--- src/hdl/olam_pkg.sv ---
// Package with operation codes, status codes and cell control type for the ordered list.
package olam_pkg;

  localparam logic [1:0] OP_APPEND = 2'd0;
  localparam logic [1:0] OP_REMOVE = 2'd1;
  localparam logic [1:0] OP_LIST   = 2'd2;

  localparam logic [1:0] ST_OK       = 2'd0;
  localparam logic [1:0] ST_FULL     = 2'd1;
  localparam logic [1:0] ST_EMPTY    = 2'd2;
  localparam logic [1:0] ST_NOTFOUND = 2'd3;

  localparam int OCC_W = 5;

  typedef struct packed {
    logic append;
    logic remove;
    logic rotate;
  } cell_ctl_t;

endpackage

--- src/hdl/ordered_list_append_remove_match.sv ---
// Top level of the bounded ordered list built as a chain of slot cells.
// Append and remove each give a single registered result in the cycle after acceptance.
// A list request holds busy while it emits its entries, one entry per cycle, by
// rotating the chain toward the head; entries pass the listing flag and output registers.
// An empty list gives one result in the next cycle. Reset clears the fill count and the
// sequencer; slot contents stay undefined until written. The receiver cannot stall.
module ordered_list_append_remove_match #(
  parameter int DEPTH      = 16,
  parameter int DATA_WIDTH = 32
) (
  input  logic                         clk,
  input  logic                         rst_n,
  input  logic                         start,
  output logic                         busy,
  input  logic [1:0]                   in_op,
  input  logic signed [DATA_WIDTH-1:0] in_value,
  output logic                         out_valid,
  output logic [1:0]                   out_status,
  output logic signed [DATA_WIDTH-1:0] out_entry,
  output logic                         out_last,
  output logic [olam_pkg::OCC_W-1:0]   out_occupancy
);
  import olam_pkg::*;

  localparam int CW = $clog2(DEPTH+1);

  logic signed [DATA_WIDTH-1:0] cell_data [DEPTH];
  logic                         hit [DEPTH+1];
  cell_ctl_t                    ctl;

  logic [CW-1:0]                count_r, count_nxt;
  logic [CW-1:0]                idx_r, idx_nxt;
  logic                         listing_r, listing_nxt;
  logic                         valid_r, valid_nxt;
  logic [1:0]                   status_r, status_nxt;
  logic signed [DATA_WIDTH-1:0] entry_r, entry_nxt;
  logic                         last_r, last_nxt;
  logic [OCC_W-1:0]             occ_r, occ_nxt;
  logic [CW+OCC_W-1:0]          occ_ext;
  logic                         list_end;

  assign hit[0] = 1'b0;

  genvar g;
  generate
    for (g = 0; g < DEPTH; g++) begin : g_cell
      logic signed [DATA_WIDTH-1:0] nbr;
      if (g < DEPTH - 1) begin : g_mid
        assign nbr = cell_data[g+1];
      end else begin : g_end
        assign nbr = cell_data[g];
      end
      olam_cell #(
        .DEPTH      (DEPTH),
        .DATA_WIDTH (DATA_WIDTH),
        .IDX        (g)
      ) u_cell (
        .clk       (clk),
        .ctl       (ctl),
        .count     (count_r),
        .value     (in_value),
        .next_data (nbr),
        .wrap_data (cell_data[0]),
        .hit_in    (hit[g]),
        .data      (cell_data[g]),
        .hit_out   (hit[g+1])
      );
    end
  endgenerate

  assign list_end = (idx_r + CW'(1)) == count_r;
  assign occ_ext  = {{OCC_W{1'b0}}, count_nxt};
  assign occ_nxt  = occ_ext[OCC_W-1:0];

  always_comb begin
    ctl         = '0;
    count_nxt   = count_r;
    idx_nxt     = idx_r;
    listing_nxt = listing_r;
    valid_nxt   = 1'b0;
    status_nxt  = status_r;
    entry_nxt   = entry_r;
    last_nxt    = last_r;
    if (listing_r) begin
      ctl.rotate = 1'b1;
      valid_nxt  = 1'b1;
      status_nxt = ST_OK;
      entry_nxt  = cell_data[0];
      last_nxt   = list_end;
      idx_nxt    = idx_r + CW'(1);
      if (list_end) begin
        listing_nxt = 1'b0;
      end
    end else if (start) begin
      unique case (in_op)
        OP_APPEND: begin
          valid_nxt = 1'b1;
          last_nxt  = 1'b1;
          entry_nxt = in_value;
          if (count_r == CW'(DEPTH)) begin
            status_nxt = ST_FULL;
          end else begin
            ctl.append = 1'b1;
            count_nxt  = count_r + CW'(1);
            status_nxt = ST_OK;
          end
        end
        OP_REMOVE: begin
          valid_nxt = 1'b1;
          last_nxt  = 1'b1;
          entry_nxt = in_value;
          if (count_r == '0) begin
            status_nxt = ST_EMPTY;
          end else if (hit[DEPTH]) begin
            ctl.remove = 1'b1;
            count_nxt  = count_r - CW'(1);
            status_nxt = ST_OK;
          end else begin
            status_nxt = ST_NOTFOUND;
          end
        end
        OP_LIST: begin
          if (count_r == '0) begin
            valid_nxt  = 1'b1;
            last_nxt   = 1'b1;
            entry_nxt  = '0;
            status_nxt = ST_EMPTY;
          end else begin
            listing_nxt = 1'b1;
            idx_nxt     = '0;
          end
        end
        default: begin
        end
      endcase
    end
  end

  always_ff @(posedge clk) begin
    if (!rst_n) begin
      count_r   <= '0;
      idx_r     <= '0;
      listing_r <= 1'b0;
      valid_r   <= 1'b0;
    end else begin
      count_r   <= count_nxt;
      idx_r     <= idx_nxt;
      listing_r <= listing_nxt;
      valid_r   <= valid_nxt;
    end
  end

  always_ff @(posedge clk) begin
    status_r <= status_nxt;
    entry_r  <= entry_nxt;
    last_r   <= last_nxt;
    occ_r    <= occ_nxt;
  end

  assign busy          = listing_r;
  assign out_valid     = valid_r;
  assign out_status    = status_r;
  assign out_entry     = entry_r;
  assign out_last      = last_r;
  assign out_occupancy = occ_r;

endmodule

--- src/hdl/olam_cell.sv ---
// One slot of the list chain: holds a word, matches it, and loads, shifts or rotates.
module olam_cell #(
  parameter int DEPTH      = 16,
  parameter int DATA_WIDTH = 32,
  parameter int IDX        = 0
) (
  input  logic                         clk,
  input  olam_pkg::cell_ctl_t          ctl,
  input  logic [$clog2(DEPTH+1)-1:0]   count,
  input  logic signed [DATA_WIDTH-1:0] value,
  input  logic signed [DATA_WIDTH-1:0] next_data,
  input  logic signed [DATA_WIDTH-1:0] wrap_data,
  input  logic                         hit_in,
  output logic signed [DATA_WIDTH-1:0] data,
  output logic                         hit_out
);
  import olam_pkg::*;

  localparam int CW = $clog2(DEPTH+1);
  localparam logic [CW-1:0] POS = CW'(IDX);

  logic signed [DATA_WIDTH-1:0] data_r;
  logic signed [DATA_WIDTH-1:0] data_nxt;
  logic                         in_use;
  logic                         match;

  assign in_use  = POS < count;
  assign match   = in_use && (data_r == value);
  assign hit_out = hit_in | match;
  assign data    = data_r;

  always_comb begin
    data_nxt = data_r;
    if (ctl.append && (POS == count)) begin
      data_nxt = value;
    end else if (ctl.remove && hit_out) begin
      data_nxt = next_data;
    end else if (ctl.rotate) begin
      if ((POS + CW'(1)) == count) begin
        data_nxt = wrap_data;
      end else begin
        data_nxt = next_data;
      end
    end
  end

  always_ff @(posedge clk) begin
    data_r <= data_nxt;
  end

endmodule
--- config.mk ---
export PLATFORM = sky130hd
export DESIGN_NAME = ordered_list_append_remove_match
export DESIGN_NICKNAME = d
export VERILOG_FILES = /design/src/hdl/olam_pkg.sv /design/src/hdl/ordered_list_append_remove_match.sv /design/src/hdl/olam_cell.sv
export SDC_FILE = /design/constraint.sdc
export NUM_CORES = 2
export LEC_CHECK = 0
export BUFFER_PORTS_ARGS = -buffer_cell sky130_fd_sc_hd__buf_2
export CAP_MARGIN = 30
export CORE_ASPECT_RATIO = 0.7
export CORE_UTILIZATION = 29
export CTS_BUF_LIST = sky130_fd_sc_hd__clkbuf_8
export DETAILED_ROUTE_END_ITERATION = 6
export HOLD_SLACK_MARGIN = 0.02
export SETUP_SLACK_MARGIN = 0.1
export SKIP_LAST_GASP = 1
export SLEW_MARGIN = 25
export SYNTH_ARGS = -nofsm -noshare
export SYNTH_HDL_FRONTEND = slang
export SYNTH_HIERARCHICAL = 1
export SYNTH_SLANG_ARGS = --single-unit
--- constraint.sdc ---
create_clock -name clk -period 11.4 [get_ports clk]
set_input_delay 0.57 -clock clk [delete_from_list [all_inputs] [get_ports clk]]
set_output_delay 0.57 -clock clk [all_outputs]
set_load 0.1 [all_outputs]
==> impl_metrics.prom <==
# TYPE chip_impl_metric gauge
chip_impl_metric{name="numClockSinks",unit=""} 564
chip_impl_metric{name="post-route-min-period",unit="ns"} 9.33
chip_impl_info{name="timing.critical_path.mode_cell",value="sky130_fd_sc_hd__inv_1"} 1
chip_impl_info{name="critical_path.startpoint",value="count_r[4]$_SDFF_PN0_"} 1
chip_impl_metric{name="rows",unit=""} 111
chip_impl_metric{name="worst_pin_slew",unit="ns"} 1.02
chip_impl_metric{name="global_route_wire_length_before_repair",unit="µm"} 237000
chip_impl_metric{name="num_io_pins",unit=""} 79
chip_impl_info{name="status",value="complete, but fails checks"} 1
chip_impl_metric{name="slew_headroom",unit="%"} 31.6
chip_impl_info{name="criticalPathCategory",value="flop to flop"} 1
chip_impl_metric{name="floorplan.die_area",unit="µm²"} 134000
chip_impl_metric{name="filler_cell_count_in_the_final_layout",unit=""} 13500
chip_impl_metric{name="finalWeightedCongestion",unit=""} 0.963
chip_impl_metric{name="via_count",unit=""} 35400
chip_impl_metric{name="multiInputGateArea",unit="µm²"} 19800
chip_impl_metric{name="synthAdderAreaFrac",unit="%"} 0.227
chip_impl_info{name="unrepaired_setup_endpoints_after_global_routing",value="false"} 1
chip_impl_metric{name="antenna_found_initial",unit=""} 7
chip_impl_info{name="critPathSlowestCell",value="sky130_fd_sc_hd__or4_2"} 1
chip_impl_info{name="failed_checks",value="design-rule violations"} 1
chip_impl_metric{name="globalRoute.totalOverflow",unit=""} 0
chip_impl_metric{name="synth_xor_xnor_area_share",unit="%"} 11.1
chip_impl_metric{name="critPathBufInv",unit=""} 8
chip_impl_metric{name="period_share",unit="%"} 81.8
chip_impl_metric{name="number_of_cts_inserted_buffers",unit=""} 93
chip_impl_metric{name="die_extent_in_x",unit="µm"} 438
chip_impl_metric{name="timing.critical_path.arrival",unit="ns"} 9.85
chip_impl_metric{name="post-synth-top-area-fraction",unit="%"} 42.5
chip_impl_metric{name="post-route-cell-area",unit="µm²"} 42600
chip_impl_metric{name="detail_route.first_pass.iterations",unit=""} 7
chip_impl_metric{name="syn_inst",unit=""} 3949
chip_impl_metric{name="setup.reg_to_reg.worst_slack",unit="ns"} 2.07
chip_impl_metric{name="area_delta_synth_final",unit="%"} 10.5
chip_impl_metric{name="clock_tree_buffer_depth",unit=""} 3
chip_impl_metric{name="area_of_placed_instances",unit="µm²"} 40700
chip_impl_metric{name="count_of_final_setup_violators",unit=""} 0
chip_impl_metric{name="synth.yosys.seq_area_share",unit="%"} 43.5
chip_impl_metric{name="clock_insertion_delay_worst_skew",unit="ns"} 0.81
chip_impl_info{name="reg2reg_to",value="g_cell[7].u_cell/data[27]$_DFFE_PP_"} 1
chip_impl_metric{name="critical_path.max_fanout",unit=""} 34
chip_impl_metric{name="cts_resized",unit=""} 0
chip_impl_info{name="hold_path.startpoint",value="in_op[0]"} 1
chip_impl_metric{name="drc",unit=""} 26
chip_impl_metric{name="place.port_buffers",unit=""} 78
chip_impl_metric{name="vias_per_cell",unit=""} 6.09
chip_impl_metric{name="drt.antenna.violating_nets",unit=""} 0
chip_impl_info{name="rr_startpoint",value="count_r[4]$_SDFF_PN0_"} 1
chip_impl_info{name="synth_top_cell_by_area",value="sky130_fd_sc_hd__edfxtp_1"} 1
chip_impl_metric{name="final_hold_viol_count",unit=""} 0
chip_impl_metric{name="synth_edf_count",unit=""} 545
chip_impl_metric{name="synth.mux.area_fraction",unit="%"} 2.55
chip_impl_metric{name="final.setup.tns",unit="ns"} 0
chip_impl_info{name="worst_setup_path_start_kind",value="flop"} 1
chip_impl_metric{name="share_of_synthesized_cell_area_in_and_or_nand_and_nor_gates",unit="%"} 13.0
chip_impl_info{name="critical_path.top_delay_family",value="simple AND/OR/NAND/NOR gates"} 1
chip_impl_metric{name="avgSynthCellArea",unit="µm²"} 9.76
chip_impl_metric{name="worst_path_largest_cell_delay",unit="ns"} 1.06
chip_impl_metric{name="via_count_of_the_first_global_routing_pass",unit=""} 32100
chip_impl_metric{name="cts_htree_levels",unit=""} 3
chip_impl_info{name="hold_path.class",value="input pin to flop"} 1
chip_impl_metric{name="initial_core_utilization",unit="%"} 29.3
chip_impl_metric{name="dr.first_iter.drc_count",unit=""} 6013
chip_impl_info{name="synth.top_cells.by_area",value="sky130_fd_sc_hd__edfxtp_1 42%, sky130_fd_sc_hd__xnor2_1 5.9%, sky130_fd_sc_hd__xor2_1 5.2%"} 1
chip_impl_metric{name="final_max_slew_viol_count",unit=""} 0
chip_impl_info{name="synth_top_flop_cell",value="sky130_fd_sc_hd__edfxtp_1"} 1
chip_impl_metric{name="yosys_warnings",unit=""} 6
chip_impl_metric{name="final_net_count",unit=""} 4032
chip_impl_metric{name="post-route-util",unit="%"} 32.4
chip_impl_info{name="timing.hold.worst_endpoint",value="out_valid$_SDFF_PN0_"} 1
chip_impl_metric{name="die_height",unit="µm"} 307
chip_impl_metric{name="fin_worst_skew",unit="ns"} 0.0473
chip_impl_metric{name="vdd_ir_drop_max",unit="mV"} 0.0796
chip_impl_metric{name="post_synthesis_instance_area",unit="µm²"} 38500
chip_impl_metric{name="synth_compound_area_share",unit="%"} 24.0
chip_impl_info{name="clock-root-buffer",value="sky130_fd_sc_hd__clkbuf_8"} 1
chip_impl_info{name="synth_top_family_by_area",value="compound AO/OA/AOI/OAI gates"} 1
chip_impl_metric{name="drive_gt1_share",unit="%"} 14.2
chip_impl_info{name="clock_tree_from_tritoncts",value="done"} 1
chip_impl_metric{name="timing.critical_path.required",unit="ns"} 11.92
chip_impl_metric{name="powerDensity",unit="nW/µm²"} 114
chip_impl_metric{name="cap_violations",unit=""} 0
chip_impl_metric{name="grt.total_usage",unit="%"} 24.2
chip_impl_metric{name="worstRegToRegCells",unit=""} 31
chip_impl_metric{name="synthDistinctLibCells",unit=""} 110
chip_impl_metric{name="synth.ff_latch_count",unit=""} 564
chip_impl_metric{name="dp_hpwl",unit="µm"} 106000
chip_impl_metric{name="fmax",unit="GHz"} 0.107
chip_impl_metric{name="wirelength",unit="µm"} 169000
chip_impl_metric{name="min_delay_path_depth",unit=""} 5
chip_impl_metric{name="avgRoutedWirePerCell",unit="µm"} 29.1
chip_impl_metric{name="fp.coreArea",unit="µm²"} 131000
chip_impl_info{name="critical_path.endpoint_type",value="flop"} 1
chip_impl_metric{name="power.static_leakage",unit="nW"} 14.3
chip_impl_metric{name="grt_start_max_net_pins",unit=""} 72
chip_impl_metric{name="synth-async-reset-ratio",unit="%"} 0
chip_impl_metric{name="area.sequential",unit="µm²"} 16800
chip_impl_metric{name="clock_transition_at_path_regs",unit="ns"} 0.07
kinds of logic (layout without fill, tap and decap cells):
kind of cell             count (synthesis)  after routing
other                                    1              5
multiplexers                            98             98
XOR/XNOR                               490            490
AND/OR/NAND/NOR                       1008           1008
buffers and inverters                  389            506
adder cells (fa/ha/maj)                  7              7
flip-flops                             564            564
AO/OA/AOI/OAI                         1392           1392
worst max-delay path by stage:
stage,cells after the start,endpoint,slack [ns]
2_1_floorplan,30,g_cell[8].u_cell/data[0]$_DFFE_PP_,3.61
3_3_place_gp,31,g_cell[7].u_cell/data[2]$_DFFE_PP_,2.58
3_5_place_dp,31,g_cell[7].u_cell/data[1]$_DFFE_PP_,2.44
4_1_cts,31,g_cell[7].u_cell/data[1]$_DFFE_PP_,2.48
5_1_grt,31,g_cell[7].u_cell/data[4]$_DFFE_PP_,1.89
6_report,31,g_cell[7].u_cell/data[27]$_DFFE_PP_,2.07
routing by layer:
layer | routed length (µm) | vias to the layer above | GRT usage (%)
met3 | 33400 | 392 | 13.0
met2 | 59600 | 2999 | 28.8
met1 | 70000 | 17100 | 35.5
li1 | - | 15000 | -
met5 | 50 | - | 0
met4 | 6210 | 8 | 8.34
synth_stat cells, types with 36 or more instances:
cell                         n
sky130_fd_sc_hd__nand3_1    61
sky130_fd_sc_hd__buf_6      49
sky130_fd_sc_hd__xor2_1    230
sky130_fd_sc_hd__a21oi_1   379
sky130_fd_sc_hd__inv_1      82
sky130_fd_sc_hd__xnor2_1   260
sky130_fd_sc_hd__nor2_1    407
sky130_fd_sc_hd__edfxtp_1  545
sky130_fd_sc_hd__nor4_1     59
sky130_fd_sc_hd__nand2_1   236
sky130_fd_sc_hd__o21ai_0   183
sky130_fd_sc_hd__a22o_1     64
sky130_fd_sc_hd__o21ai_1   151
sky130_fd_sc_hd__clkbuf_1  177
sky130_fd_sc_hd__mux2i_1    98
sky130_fd_sc_hd__a31oi_1   259
sky130_fd_sc_hd__o211ai_1   36
sky130_fd_sc_hd__nand4_1    76
registers in the layout (all words and copies together) (netlist names):
signal              cells
out_valid               1
g_cell.u_cell/data    512
busy                    1
out_entry              32
count_r                 5
out_last                1
out_status              2
idx_r                   5
out_occupancy           5
layout by cell type (no fill, tap or decap), types with 110 or more instances in the layout:
cell type                  netlist  layout
sky130_fd_sc_hd__a21oi_1       379     379
sky130_fd_sc_hd__o21ai_1       151     151
sky130_fd_sc_hd__o21ai_0       183     183
sky130_fd_sc_hd__a31oi_1       259     257
sky130_fd_sc_hd__xor2_1        230     230
sky130_fd_sc_hd__xnor2_1       260     260
sky130_fd_sc_hd__inv_1          82     110
sky130_fd_sc_hd__edfxtp_1      545     545
sky130_fd_sc_hd__nand2_1       236     234
sky130_fd_sc_hd__nor2_1        407     403
sky130_fd_sc_hd__buf_4           3     158
metrics by stage:
stage	setup slack (ns)	power [mW]	hold WS (ns)	std cells
after floorplan	3.61	2.70	0.499	3950
after global placement	2.58	3.00	0.445	5630
after detailed placement	2.44	3.01	0.459	5638
after CTS	2.48	4.80	0.270	5813
after global routing	1.89	4.93	0.318	5819
final	2.07	4.84	0.340	5821
power by group:
| part | internal (mW) | switching, mW | leakage [nW] | total (mW) |
|---|---|---|---|---|
| registers | 2.31 | 0.0351 | 5.09 | 2.35 |
| logic | 0.155 | 0.500 | 8.19 | 0.655 |
| clock network | 0.896 | 0.938 | 1.00 | 1.83 |
timing repair:
action,CTS,global route
hold endpoints to repair,1,0
hold buffers,1,0
buffers inserted,0,0
worst min-delay path: stages:
cell and delay, ns:
sky130_fd_sc_hd__buf_2 0.11, sky130_fd_sc_hd__ha_1 0.15, sky130_fd_sc_hd__nor2b_1 0.07, sky130_fd_sc_hd__a21oi_1 0.12
sky130_fd_sc_hd__nor2_1 0.04
layout make-up:
class,count,area share (%)
multi-input cells,2997,46.4
clock inverters,78,1.08
clock buffers,96,3.10
diodes,3,0.0176
flip-flops and latches,564,39.3
well taps,1751,5.14
repair buffers,250,4.16
inverters,82,0.723
No activity file was read; power rests on OpenSTA's default activity.
